## config.mk

```make
export PLATFORM = sky130hd
export DESIGN_NAME = obstacle_escape_motor_drive_unit_flat
export DESIGN_NICKNAME = d
export VERILOG_FILES = /design/src/hw/rtl/oemd_pkg.sv /design/src/hw/rtl/oemd_sample_if.sv /design/src/hw/rtl/oemd_result_if.sv /design/src/hw/rtl/oemd_steer.sv /design/src/hw/rtl/obstacle_escape_motor_drive_unit.sv /design/src/flat_wrapper.sv
export SDC_FILE = /design/constraint.sdc
export NUM_CORES = 1
export LEC_CHECK = 0
export ABC_AREA = 1
export BUFFER_PORTS_ARGS = -buffer_cell sky130_fd_sc_hd__buf_2
export CORE_UTILIZATION = 55
export CTS_CLUSTER_SIZE = 8
export DETAILED_ROUTE_END_ITERATION = 6
export GPL_ROUTABILITY_DRIVEN = 0
export PLACE_DENSITY_LB_ADDON = 0.2
export SLEW_MARGIN = 0
export SYNTH_ARGS = -nofsm -noshare
export SYNTH_HDL_FRONTEND = slang
export SYNTH_HIERARCHICAL = 1
export SYNTH_SLANG_ARGS = --single-unit
```

## constraint.sdc

```tcl
create_clock -name clk -period 7.7 [get_ports clk]
set_input_delay 1.54 -clock clk [delete_from_list [all_inputs] [get_ports clk]]
set_output_delay 1.54 -clock clk [all_outputs]
set_load 0.02 [all_outputs]
```

## src/hw/rtl/oemd_pkg.sv

```systemverilog
// Shared types, register codes and constants of the obstacle escape motor drive.
package oemd_pkg;

	localparam logic [11:0] MID_CODE = 12'd2047;
	localparam logic [11:0] MAX_CODE = 12'd4095;
	// Upper clamp bound of a drive value, signed fixed point with 8 fraction bits (Q17.8)
	localparam logic signed [25:0] CLAMP_HI_Q88 = 26'sd1048320;

	localparam logic [11:0] RST_CURRENT_THRESHOLD = 12'd2140;
	localparam logic [10:0] RST_DRIVE_OFFSET      = 11'd400;
	localparam logic [7:0]  RST_STEER_GAIN        = 8'd40;
	localparam logic [7:0]  RST_OVER_STEPS        = 8'd2;
	localparam logic [7:0]  RST_REVERSE_STEPS     = 8'd5;
	localparam logic [7:0]  RST_TURN_BASE_STEPS   = 8'd15;
	localparam logic [7:0]  RST_SETTLE_STEPS      = 8'd10;

	localparam logic [7:0]  COUNT_MAX = 8'd255;

	typedef enum logic [2:0] {
		REG_CURRENT_THRESHOLD = 3'd0,
		REG_DRIVE_OFFSET      = 3'd1,
		REG_STEER_GAIN        = 3'd2,
		REG_OVER_STEPS        = 3'd3,
		REG_REVERSE_STEPS     = 3'd4,
		REG_TURN_BASE_STEPS   = 3'd5,
		REG_SETTLE_STEPS      = 3'd6
	} cfg_index_t;

	typedef enum logic [1:0] {
		PHASE_STEER   = 2'd0,
		PHASE_REVERSE = 2'd1,
		PHASE_TURN    = 2'd2
	} phase_t;

	typedef struct packed {
		logic [11:0] current_threshold;
		logic [10:0] drive_offset;
		logic [7:0]  steer_gain;
		logic [7:0]  over_threshold_steps;
		logic [7:0]  reverse_steps;
		logic [7:0]  turn_base_steps;
		logic [7:0]  settle_steps;
	} oemd_cfg_t;

endpackage

```

## src/hw/rtl/oemd_sample_if.sv

```systemverilog
// Input channel of the motor drive: one control tick per beat.
interface oemd_sample_if;
	logic               valid;
	logic               ready;
	logic [11:0]        motor_current;
	logic signed [15:0] steer_value;
	logic [3:0]         turn_extra;

	modport source(output valid, motor_current, steer_value, turn_extra, input ready);
	modport sink(input valid, motor_current, steer_value, turn_extra, output ready);
endinterface

```

## src/hw/rtl/oemd_result_if.sv

```systemverilog
// Output channel of the motor drive: one pair of drive codes per beat.
interface oemd_result_if;
	logic        valid;
	logic        ready;
	logic [11:0] left_drive;
	logic [11:0] right_drive;
	logic [1:0]  phase;
	logic        drive_clamped;

	modport source(output valid, left_drive, right_drive, phase, drive_clamped, input ready);
	modport sink(input valid, left_drive, right_drive, phase, drive_clamped, output ready);
endinterface

```

## src/hw/rtl/oemd_steer.sv

```systemverilog
// Steering drive: gain times steering around midscale plus offset, clamped to 12 bits.
module oemd_steer (
	input  oemd_pkg::oemd_cfg_t cfg,
	input  logic signed [15:0]  steer_value,
	output logic [11:0]         left_drive,
	output logic [11:0]         right_drive,
	output logic                clamped
);
	import oemd_pkg::*;

	logic [11:0]        mid_plus;
	logic signed [25:0] base_q88;
	logic signed [24:0] corr;
	logic signed [25:0] corr_x;
	logic signed [25:0] v_left;
	logic signed [25:0] v_right;
	logic               clamp_l;
	logic               clamp_r;

	assign mid_plus = MID_CODE + {1'b0, cfg.drive_offset};
	assign base_q88 = $signed({6'd0, mid_plus, 8'd0});
	assign corr     = $signed({1'b0, cfg.steer_gain}) * steer_value;
	assign corr_x   = {corr[24], corr};
	assign v_left   = base_q88 - corr_x;
	assign v_right  = base_q88 + corr_x;

	always_comb begin
		clamp_l = 1'b1;
		if (v_left <= 26'sd0) begin
			left_drive = 12'd0;
		end else if (v_left >= CLAMP_HI_Q88) begin
			left_drive = MAX_CODE;
		end else begin
			left_drive = v_left[19:8];
			clamp_l    = 1'b0;
		end
	end

	always_comb begin
		clamp_r = 1'b1;
		if (v_right <= 26'sd0) begin
			right_drive = 12'd0;
		end else if (v_right >= CLAMP_HI_Q88) begin
			right_drive = MAX_CODE;
		end else begin
			right_drive = v_right[19:8];
			clamp_r     = 1'b0;
		end
	end

	assign clamped = clamp_l | clamp_r;

endmodule

```

## src/hw/rtl/obstacle_escape_motor_drive_unit.sv

```systemverilog
// Top level of the obstacle escape motor drive: tick register, escape sequencer, result register.
// Takes one control tick per clock while results are taken, and returns one drive result per
// tick. A tick goes into the input register on the beat that accepts it and moves on into the
// output register once that register is free; the steering multiply and clamp sit between
// those two registers. A stalled result holds the output register, and the input register
// still takes one further tick behind it. Configuration writes are registered; registers
// reset to threshold 2140, offset 400, gain 40, over count 2, reverse 5, turn base 15 and
// settle 10, and the first nine ticks after reset do not look for an obstacle. Unknown
// register indexes are ignored.
module obstacle_escape_motor_drive_unit (
	input  logic        clk,
	input  logic        arst_n,
	input  logic        cfg_we,
	input  logic [2:0]  cfg_index,
	input  logic [11:0] cfg_data,
	oemd_sample_if.sink   sample,
	oemd_result_if.source result
);
	import oemd_pkg::*;

	oemd_cfg_t cfg_q;

	logic               valid_s1;
	logic [11:0]        current_s1;
	logic signed [15:0] steer_s1;
	logic [3:0]         extra_s1;

	logic [7:0] over_count_q;
	logic [7:0] reverse_left_q;
	logic [7:0] turn_left_q;
	logic [7:0] settle_left_q;
	logic       turn_dir_q;

	logic [7:0] over_count_n;
	logic [7:0] reverse_left_n;
	logic [7:0] turn_left_n;
	logic [7:0] settle_left_n;
	logic       turn_dir_n;

	logic        out_valid_q;
	logic [11:0] left_q;
	logic [11:0] right_q;
	phase_t      phase_q;
	logic        clamped_q;

	logic        out_free;
	logic        fire_s1;
	logic [7:0]  settle_dec;
	logic [7:0]  over_inc;
	logic        detect;
	logic [7:0]  reverse_act;
	logic [8:0]  turn_sum;
	logic [7:0]  turn_load;
	logic [11:0] drive_lo;
	logic [11:0] drive_hi;
	logic [11:0] steer_left;
	logic [11:0] steer_right;
	logic        steer_clamped;
	logic [11:0] left_n;
	logic [11:0] right_n;
	phase_t      phase_n;
	logic        clamped_n;

	// Configuration registers
	always_ff @(posedge clk or negedge arst_n) begin
		if (!arst_n) begin
			cfg_q.current_threshold    <= RST_CURRENT_THRESHOLD;
			cfg_q.drive_offset         <= RST_DRIVE_OFFSET;
			cfg_q.steer_gain           <= RST_STEER_GAIN;
			cfg_q.over_threshold_steps <= RST_OVER_STEPS;
			cfg_q.reverse_steps        <= RST_REVERSE_STEPS;
			cfg_q.turn_base_steps      <= RST_TURN_BASE_STEPS;
			cfg_q.settle_steps         <= RST_SETTLE_STEPS;
		end else if (cfg_we) begin
			case (cfg_index_t'(cfg_index))
				REG_CURRENT_THRESHOLD: cfg_q.current_threshold    <= cfg_data;
				REG_DRIVE_OFFSET:      cfg_q.drive_offset         <= cfg_data[10:0];
				REG_STEER_GAIN:        cfg_q.steer_gain           <= cfg_data[7:0];
				REG_OVER_STEPS:        cfg_q.over_threshold_steps <= cfg_data[7:0];
				REG_REVERSE_STEPS:     cfg_q.reverse_steps        <= cfg_data[7:0];
				REG_TURN_BASE_STEPS:   cfg_q.turn_base_steps      <= cfg_data[7:0];
				REG_SETTLE_STEPS:      cfg_q.settle_steps         <= cfg_data[7:0];
				default: ;
			endcase
		end
	end

	// Handshake: the input register moves on whenever the output register is free
	assign out_free     = !out_valid_q || result.ready;
	assign fire_s1      = valid_s1 && out_free;
	assign sample.ready = !valid_s1 || out_free;

	always_ff @(posedge clk or negedge arst_n) begin
		if (!arst_n) begin
			valid_s1 <= 1'b0;
		end else if (sample.ready) begin
			valid_s1 <= sample.valid;
		end
	end

	always_ff @(posedge clk) begin
		if (sample.ready && sample.valid) begin
			current_s1 <= sample.motor_current;
			steer_s1   <= sample.steer_value;
			extra_s1   <= sample.turn_extra;
		end
	end

	oemd_steer u_steer (
		.cfg         (cfg_q),
		.steer_value (steer_s1),
		.left_drive  (steer_left),
		.right_drive (steer_right),
		.clamped     (steer_clamped)
	);

	// Escape sequencer: one tick of state update
	assign settle_dec  = (settle_left_q != 8'd0) ? settle_left_q - 8'd1 : 8'd0;
	assign detect      = (current_s1 > cfg_q.current_threshold) && (reverse_left_q == 8'd0) &&
	                     (turn_left_q == 8'd0) && (settle_dec == 8'd0);
	assign over_inc    = (over_count_q == COUNT_MAX) ? COUNT_MAX : over_count_q + 8'd1;
	assign reverse_act = (detect && (over_inc > cfg_q.over_threshold_steps)) ?
	                     cfg_q.reverse_steps : reverse_left_q;
	assign turn_sum    = {1'b0, cfg_q.turn_base_steps} + {5'd0, extra_s1};
	assign turn_load   = turn_sum[8] ? COUNT_MAX : turn_sum[7:0];
	assign drive_lo    = MID_CODE - {1'b0, cfg_q.drive_offset};
	assign drive_hi    = MID_CODE + {1'b0, cfg_q.drive_offset};

	always_comb begin
		over_count_n   = detect ? over_inc : 8'd0;
		reverse_left_n = reverse_act;
		turn_left_n    = turn_left_q;
		settle_left_n  = settle_dec;
		turn_dir_n     = turn_dir_q;
		left_n         = steer_left;
		right_n        = steer_right;
		phase_n        = PHASE_STEER;
		clamped_n      = steer_clamped;
		if (reverse_act != 8'd0) begin
			left_n         = drive_lo;
			right_n        = drive_lo;
			phase_n        = PHASE_REVERSE;
			clamped_n      = 1'b0;
			reverse_left_n = reverse_act - 8'd1;
			// turn is armed as the count passes through one
			if (reverse_act == 8'd2) begin
				turn_left_n = turn_load;
			end
		end else if (turn_left_q != 8'd0) begin
			left_n      = turn_dir_q ? drive_lo : drive_hi;
			right_n     = turn_dir_q ? drive_hi : drive_lo;
			phase_n     = PHASE_TURN;
			clamped_n   = 1'b0;
			turn_left_n = turn_left_q - 8'd1;
			if (turn_left_q == 8'd1) begin
				settle_left_n = cfg_q.settle_steps;
				turn_dir_n    = !turn_dir_q;
			end
		end
	end

	always_ff @(posedge clk or negedge arst_n) begin
		if (!arst_n) begin
			over_count_q   <= 8'd0;
			reverse_left_q <= 8'd0;
			turn_left_q    <= 8'd0;
			settle_left_q  <= RST_SETTLE_STEPS;
			turn_dir_q     <= 1'b0;
		end else if (fire_s1) begin
			over_count_q   <= over_count_n;
			reverse_left_q <= reverse_left_n;
			turn_left_q    <= turn_left_n;
			settle_left_q  <= settle_left_n;
			turn_dir_q     <= turn_dir_n;
		end
	end

	// Result register
	always_ff @(posedge clk or negedge arst_n) begin
		if (!arst_n) begin
			out_valid_q <= 1'b0;
		end else if (out_free) begin
			out_valid_q <= valid_s1;
		end
	end

	always_ff @(posedge clk) begin
		if (fire_s1) begin
			left_q    <= left_n;
			right_q   <= right_n;
			phase_q   <= phase_n;
			clamped_q <= clamped_n;
		end
	end

	assign result.valid         = out_valid_q;
	assign result.left_drive    = left_q;
	assign result.right_drive   = right_q;
	assign result.phase         = phase_q;
	assign result.drive_clamped = clamped_q;

	// Clamp flag belongs to steering beats only
	a_clamp_steer_only: assert property (@(posedge clk) disable iff (!arst_n)
		(result.valid && (result.phase != PHASE_STEER)) |-> !result.drive_clamped)
		else $error("clamp flag set outside steering phase");

	// Reversing drives both motors alike
	a_reverse_equal: assert property (@(posedge clk) disable iff (!arst_n)
		(result.valid && (result.phase == PHASE_REVERSE)) |->
		(result.left_drive == result.right_drive))
		else $error("reverse beat with unequal drives");

	// No counting of over-current ticks while the settle count runs
	a_settle_no_count: assert property (@(posedge clk) disable iff (!arst_n)
		(settle_left_q != 8'd0) |-> (over_count_q == 8'd0))
		else $error("over-current count running during settle");

	// State only moves when a tick leaves the input register
	a_state_hold: assert property (@(posedge clk) disable iff (!arst_n)
		!fire_s1 |=> ($stable(reverse_left_q) && $stable(turn_left_q) && $stable(turn_dir_q)))
		else $error("escape state changed without a tick");

	// Turn direction flips only on a turning beat
	a_dir_on_turn: assert property (@(posedge clk) disable iff (!arst_n)
		(fire_s1 && (turn_left_q == 8'd0)) |=> $stable(turn_dir_q))
		else $error("turn direction changed outside a turn");

endmodule
```

## src/flat_wrapper.sv

```systemverilog
// flat-port wrapper written by rule: the top's interface ports become plain ports
module obstacle_escape_motor_drive_unit_flat import oemd_pkg::*;
  (clk, arst_n, cfg_we, cfg_index, cfg_data, sample_valid, sample_motor_current, sample_steer_value, sample_turn_extra, sample_ready, result_valid, result_left_drive, result_right_drive, result_phase, result_drive_clamped, result_ready);
  oemd_sample_if sample_i ();
  oemd_result_if result_i ();
  input  logic clk;
  input  logic arst_n;
  input  logic cfg_we;
  input  logic [2:0] cfg_index;
  input  logic [11:0] cfg_data;
  input wire logic [$bits(sample_i.valid)-1:0] sample_valid;
  input wire logic [$bits(sample_i.motor_current)-1:0] sample_motor_current;
  input wire logic [$bits(sample_i.steer_value)-1:0] sample_steer_value;
  input wire logic [$bits(sample_i.turn_extra)-1:0] sample_turn_extra;
  output wire logic [$bits(sample_i.ready)-1:0] sample_ready;
  output wire logic [$bits(result_i.valid)-1:0] result_valid;
  output wire logic [$bits(result_i.left_drive)-1:0] result_left_drive;
  output wire logic [$bits(result_i.right_drive)-1:0] result_right_drive;
  output wire logic [$bits(result_i.phase)-1:0] result_phase;
  output wire logic [$bits(result_i.drive_clamped)-1:0] result_drive_clamped;
  input wire logic [$bits(result_i.ready)-1:0] result_ready;
  assign sample_i.valid = sample_valid;
  assign sample_i.motor_current = sample_motor_current;
  assign sample_i.steer_value = sample_steer_value;
  assign sample_i.turn_extra = sample_turn_extra;
  assign sample_ready = sample_i.ready;
  assign result_valid = result_i.valid;
  assign result_left_drive = result_i.left_drive;
  assign result_right_drive = result_i.right_drive;
  assign result_phase = result_i.phase;
  assign result_drive_clamped = result_i.drive_clamped;
  assign result_i.ready = result_ready;
  obstacle_escape_motor_drive_unit u_core (.clk(clk), .arst_n(arst_n), .cfg_we(cfg_we), .cfg_index(cfg_index), .cfg_data(cfg_data), .sample(sample_i), .result(result_i));
endmodule
```

# After elaboration in Yosys (flattened, before gate mapping)
# Cells that the tools add are included.
dict set report totals {
  memories 0
  reg_bits 157
  ram_bits 0
  in_bits 52
  output_inout_bits 29
  rom_bits 0
  latch_bits 0
}
dict set report op_classes {
  addsub 9
  n_reduce_logical 29
  muxes 27
  bitwise 2
  n_shift 0
  order_cmp 6
  mul 1
  eq_ne 10
  div_mod_pow 0
}
# op n
set op_table {}
lappend op_table {{two-way mux 12 bit} 10}
lappend op_table {{two-way mux 8 bit} 12}
lappend op_table {{>= comparator 26 x 21 -> 1 bit (second input constant)} 2}
lappend op_table {{<= comparator 26 x 1 -> 1 bit (second input constant)} 2}
lappend op_table {{adder 21 x 25 -> 26 bit} 1}
lappend op_table {{subtractor 21 x 25 -> 26 bit} 1}
lappend op_table {{multiplier 9 x 16 -> 25 bit} 1}
lappend op_table {{zero test 8 bit} 3}
lappend op_table {{nonzero test 8 bit} 3}
lappend op_table {{subtractor 8 x 1 -> 8 bit (second input constant)} 3}
lappend op_table {{AND reduction 2 bit} 7}
lappend op_table {{adder 11 x 11 -> 12 bit (first input constant)} 1}
lappend op_table {{greater-than comparator 12 bit} 1}
lappend op_table {{subtractor 11 x 11 -> 12 bit (first input constant)} 1}
lappend op_table {{adder 8 x 4 -> 9 bit} 1}
lappend op_table {{equality test 3 bit (second input constant)} 3}
lappend op_table {{adder 8 x 1 -> 8 bit (second input constant)} 1}
lappend op_table {{equality test 8 x 1 -> 1 bit (second input constant)} 1}
lappend op_table {{equality test 8 x 2 -> 1 bit (second input constant)} 1}
lappend op_table {{equality test 8 bit (second input constant)} 1}
lappend op_table {{greater-than comparator 8 bit} 1}
lappend op_table {{equality test 3 x 2 -> 1 bit (second input constant)} 2}
lappend op_table {{logical AND 1 bit} 6}
lappend op_table {{two-way mux 1 bit} 4}
lappend op_table {{other kinds (12)} 15}

# Longest topological paths before layout
dict set report logic_depth {
  word_depth 9
  depth_mapped 42
}

# Cells and area by module
# The synthesis kept the hierarchy.
# mod seq_area_each_um2 area_each_um2 cells_per_inst n_inst
set by_module_without_submodules {}
lappend by_module_without_submodules {obstacle_escape_motor_drive_unit 4250.3 8400.6 1013 1}
lappend by_module_without_submodules {oemd_steer 0.0 7484.7 1154 1}

# Worst setup path after synthesis
# Ideal clock, no wire load.
dict set report synth_timing {
  kind {register to register}
  startpoint {reg u_core/cfg_q[37] (netlist bit)}
  endpoint {reg u_core.right_q[8] (netlist: u_core/result.right_drive[8]) (data pin)}
  setup_ps 253
  synth_period_minus_slack_ps 6758
  arrival_ps 6505
  stages_incl_launch_ff 36
  n_path_buf 4
  setup_slack_ps 942
  path_cell_list {dfstp_2 clkbuf_1 clkbuf_1 nand2_1 fa_1 inv_1 fa_1 fa_1 inv_1 fa_1 inv_1 ha_1 a21oi_1 a21boi_0 nand2_1 a31oi_1 o21bai_1 xnor2_1 inv_1 ha_1 clkbuf_1 a21oi_1 a21boi_0 o21ai_0 a21oi_1 xor2_1 nand4_1 nor2_1 nand2_1 nand2_2 buf_6 a21oi_2 nand2_1 o21ai_0 nand2_1 nand2_1}
}
dict set report synth_between {
  elab_chain_len 7
}
# element line_no
set synth_rtl {}
lappend synth_rtl {{start: declaration} obstacle_escape_motor_drive_unit.sv:21} ;# oemd_cfg_t cfg_q;
lappend synth_rtl {{multiplier 9 x 16 -> 25 bit *} oemd_steer.sv:22} ;# assign corr = $signed({1'b0, cfg.steer_gain}) * steer_value;
lappend synth_rtl {{adder 21 x 25 -> 26 bit *} oemd_steer.sv:25} ;# assign v_right = base_q88 + corr_x;
lappend synth_rtl {{>= comparator 26 x 21 -> 1 bit} oemd_steer.sv:43} ;# end else if (v_right >= CLAMP_HI_Q88) begin
lappend synth_rtl {{two-way mux 12 bit} oemd_steer.sv:43}
lappend synth_rtl {{two-way mux 12 bit *} oemd_steer.sv:41} ;# if (v_right <= 26'sd0) begin
lappend synth_rtl {{via u_core.steer_right[8]} obstacle_escape_motor_drive_unit.sv:57} ;# logic [11:0] steer_right;
lappend synth_rtl {{two-way mux 12 bit *} obstacle_escape_motor_drive_unit.sv:149} ;# end else if (turn_left_q != 8'd0) begin
lappend synth_rtl {{two-way mux 12 bit *} obstacle_escape_motor_drive_unit.sv:139} ;# if (reverse_act != 8'd0) begin
lappend synth_rtl {{via u_core.right_n[8]} obstacle_escape_motor_drive_unit.sv:60} ;# logic [11:0] right_n;
lappend synth_rtl {{end signal: assignment} obstacle_escape_motor_drive_unit.sv:190} ;# right_q <= right_n;
lappend synth_rtl {{end: declaration} obstacle_escape_motor_drive_unit.sv:42} ;# logic [11:0] right_q;
# Mark *: on every way through the listed nets, which the timed path passes. The rest lies on a longest branch.
# A chain may end at the register's enable or synchronous reset.

# Final worst setup path
dict set report layout_timing {
  startpoint {reg u_core/cfg_q[37] (netlist bit)}
  endpoint {reg u_core.right_q[4] (netlist: u_core/result.right_drive[4]) (data pin)}
}
# The elaborated chain is that of the path after synthesis.

==> impl_metrics.yaml <==
global_routing:
  grt_pass1_vias: 12829
  antenna_found_initial: 0
  gr-total-overflow: 0
  grt_pass1_wl_um: 61700
  grt_max_degree: 66
  grt_usage_pct: 26.2
critical_path:
  critPathKind: "flip-flop to flip-flop"
  worstPathMaxFanout: 17
  crit_slowest_cell: "dfstp_4"
  arrival_ps: 7420
  crit_top_cell: "nand2_1"
  cp.required_ps: 7870
  cpPeakStageDelay_ps: 740
  critPathCaptureType: "flip-flop"
  crit_path_start_kind: "flip-flop"
clock_network:
  h-tree-depth: 4
  cts_resized: 0
  cts_tree: "built"
  cts_root_buffer: "clkbuf_16"
  clk_latency_ps: 430
  cts_setup_buffers: 0
  clock_sinks: 157
  cts.reportedPaths.clkPinSlew_ps: 70
  cts_hold_buf: 0
  clockBufferDepth: 2
  cts_buffers: 17
timing:
  finalSetupViolations: 0
  worst_pin_slew_ps: 885
  setup_tns_ps: 0
  max_freq_mhz: 138
  drv_slew: 0
  period_minus_slack_ps: 7250
  max_slew_margin_pct: 41.0
  hold_viol: 0
  skew_ps: 22.9
  rsz0062_at_grt: "false"
  finalCritPeriodShare_pct: 94.2
finish:
  finalInstanceArea_mm2: 0.0170
  final_nets: 2457
  area_delta_synth_final_pct: 7.20
  mostFrequentLayoutCells: "636 x nand2_1, 403 x inv_1, 129 x nand3_1"
  drive_gt1_share_pct: 11.0
  final_util_pct: 60.6
  final_cells: 2587
  antenna_cells: 0
  final_common_cell: "nand2_1"
die:
  die_x_um: 172
  num_rows: 61
  fp.dieH_um: 172
  die_area_mm2: 0.0296
  start_util_pct: 56.6
  ios: 81
  coreArea_mm2: 0.0281
synthesis:
  synthArstFlopShare_pct: 62.4
  ys.flop_type: "dfrtp_1"
  synth_nets: 2428
  syn_avg_cell_area_um2: 7.33
  synth_cell_types: 53
  synth_edf_count: 59
  ys_seq_elements: 157
  synthCells: 2167
  syn_area_mm2: 0.0159
  synth_seq_area_share_pct: 26.8
  yosysWarnings: 6
placement:
  hpwl_um: 28800
  port_buffers: 80
  placedInstanceArea_mm2: 0.0164
  dp_cells: 2555
route:
  drt_iter0_drc: 1158
  vias: 13529
  drt-pass1-iter-count: 6
  wire_per_inst_um: 14.2
  drt-vias-per-instance: 5.23
  finalWirelength_um: 36700
  drc_errors: 0
  postRouteAntennaNets: 0
job:
  drv_cap: 0
hold_path:
  hold_path_class: "flip-flop to flip-flop"
status:
  status: "complete, no violations"
[area by class of cell]
type                       count  area [µm²]
timing repair buffer          85         440
clock inverter                15         156
inverter                     418        1570
sequential                   157        4260
multi-input combinational   1517        9710
tap                          378         473
fill                        2565       11100
clock buffer                  17         425
[routing by layer]
layer	up-vias	track usage (%)	routed length, µm
met5	-	0	0
met4	0	7.73	767
met3	48	3.27	1890
met2	433	42.7	16900
met1	6264	36.4	17200
li1	6784	-	-
[synth_stat cells (25+ instances only)]
library cell	n	share of area, %
xor2_1	42	2.3
ha_1	105	8.3
o21ai_0	119	3.7
fa_1	104	13
nand3_1	129	4.1
inv_1	403	9.5
nand2_2	25	0.98
nor2_1	111	2.6
a21oi_1	59	1.9
dfrtp_1	77	12
edfxtp_1	59	11
nand2_1	637	15
nand4_1	32	1.3
clkbuf_1	46	1.1
[critical path: cells and delay by family, from the launching register on]
| family | cells | cell delay [ps] |
|---|---|---|
| fa+ha+maj | 6 | 2800 |
| compound gates | 10 | 1970 |
| simple gates | 9 | 770 |
| flops | 1 | 740 |
| buf+inv | 5 | 450 |
| xor+xnor | 1 | 250 |
[flip-flops by register name, summed over array words and instances, names as in the netlist]
signal / flops
u_core/turn_dir_q: 1
u_core/result.phase: 2
u_core/result.left_drive: 12
u_core/valid_s1: 1
u_core/turn_left_q: 8
u_core/extra_s1: 4
u_core/reverse_left_q: 8
u_core/settle_left_q: 8
u_core/cfg_q: 63
u_core/over_count_q: 8
u_core/current_s1: 12
u_core/result.right_drive: 12
u_core/result.valid: 1
u_core/steer_s1: 16
u_core/result.drive_clamped: 1
[path summary, 6_finish.rpt]
| path | start | to | slack [ps] | depth (start not counted) |
|---|---|---|---|---|
| worst max-delay path | u_core/cfg_q[37]$_DFFE_PN1P_ | u_core/result.right_drive[4]$_DFFE_PP_ | 450 | 31 |
| worst min-delay path | u_core/cfg_q[62]$_DFFE_PN1P_ | u_core/cfg_q[62]$_DFFE_PN1P_ | 480 | 2 |
| worst max register to register | u_core/cfg_q[37]$_DFFE_PN1P_ | u_core/result.right_drive[4]$_DFFE_PP_ | 450 | 31 |
| worst min register to register | u_core/cfg_q[62]$_DFFE_PN1P_ | u_core/cfg_q[62]$_DFFE_PN1P_ | 480 | 2 |
| max in group asynchronous | arst_n | u_core/turn_dir_q$_DFFE_PN0P_ | 5460 | 2 |
| min in group asynchronous | arst_n | u_core/valid_s1$_DFFE_PN0N_ | 1040 | 1 |
[cell families after synthesis]
logic type	Yosys count	share of synthesized area (%)
fa+ha+maj	209	21.4
mux	8	0.528
flops	157	26.8
xor+xnor	60	3.57
compound gates	240	8.50
buf+inv	493	12.2
simple gates	1000	27.0
[stage by stage]
step	setup slack, ps	hold slack [ps]
2_1_floorplan	942	448
3_3_place_gp	477	466
3_5_place_dp	390	475
4_1_cts	358	486
5_1_grt	61.8	512
6_report	449	485
Power is left out: the tool's default activity adds up to more than one toggle a clock period on the data nets, which glitch-free logic cannot reach.
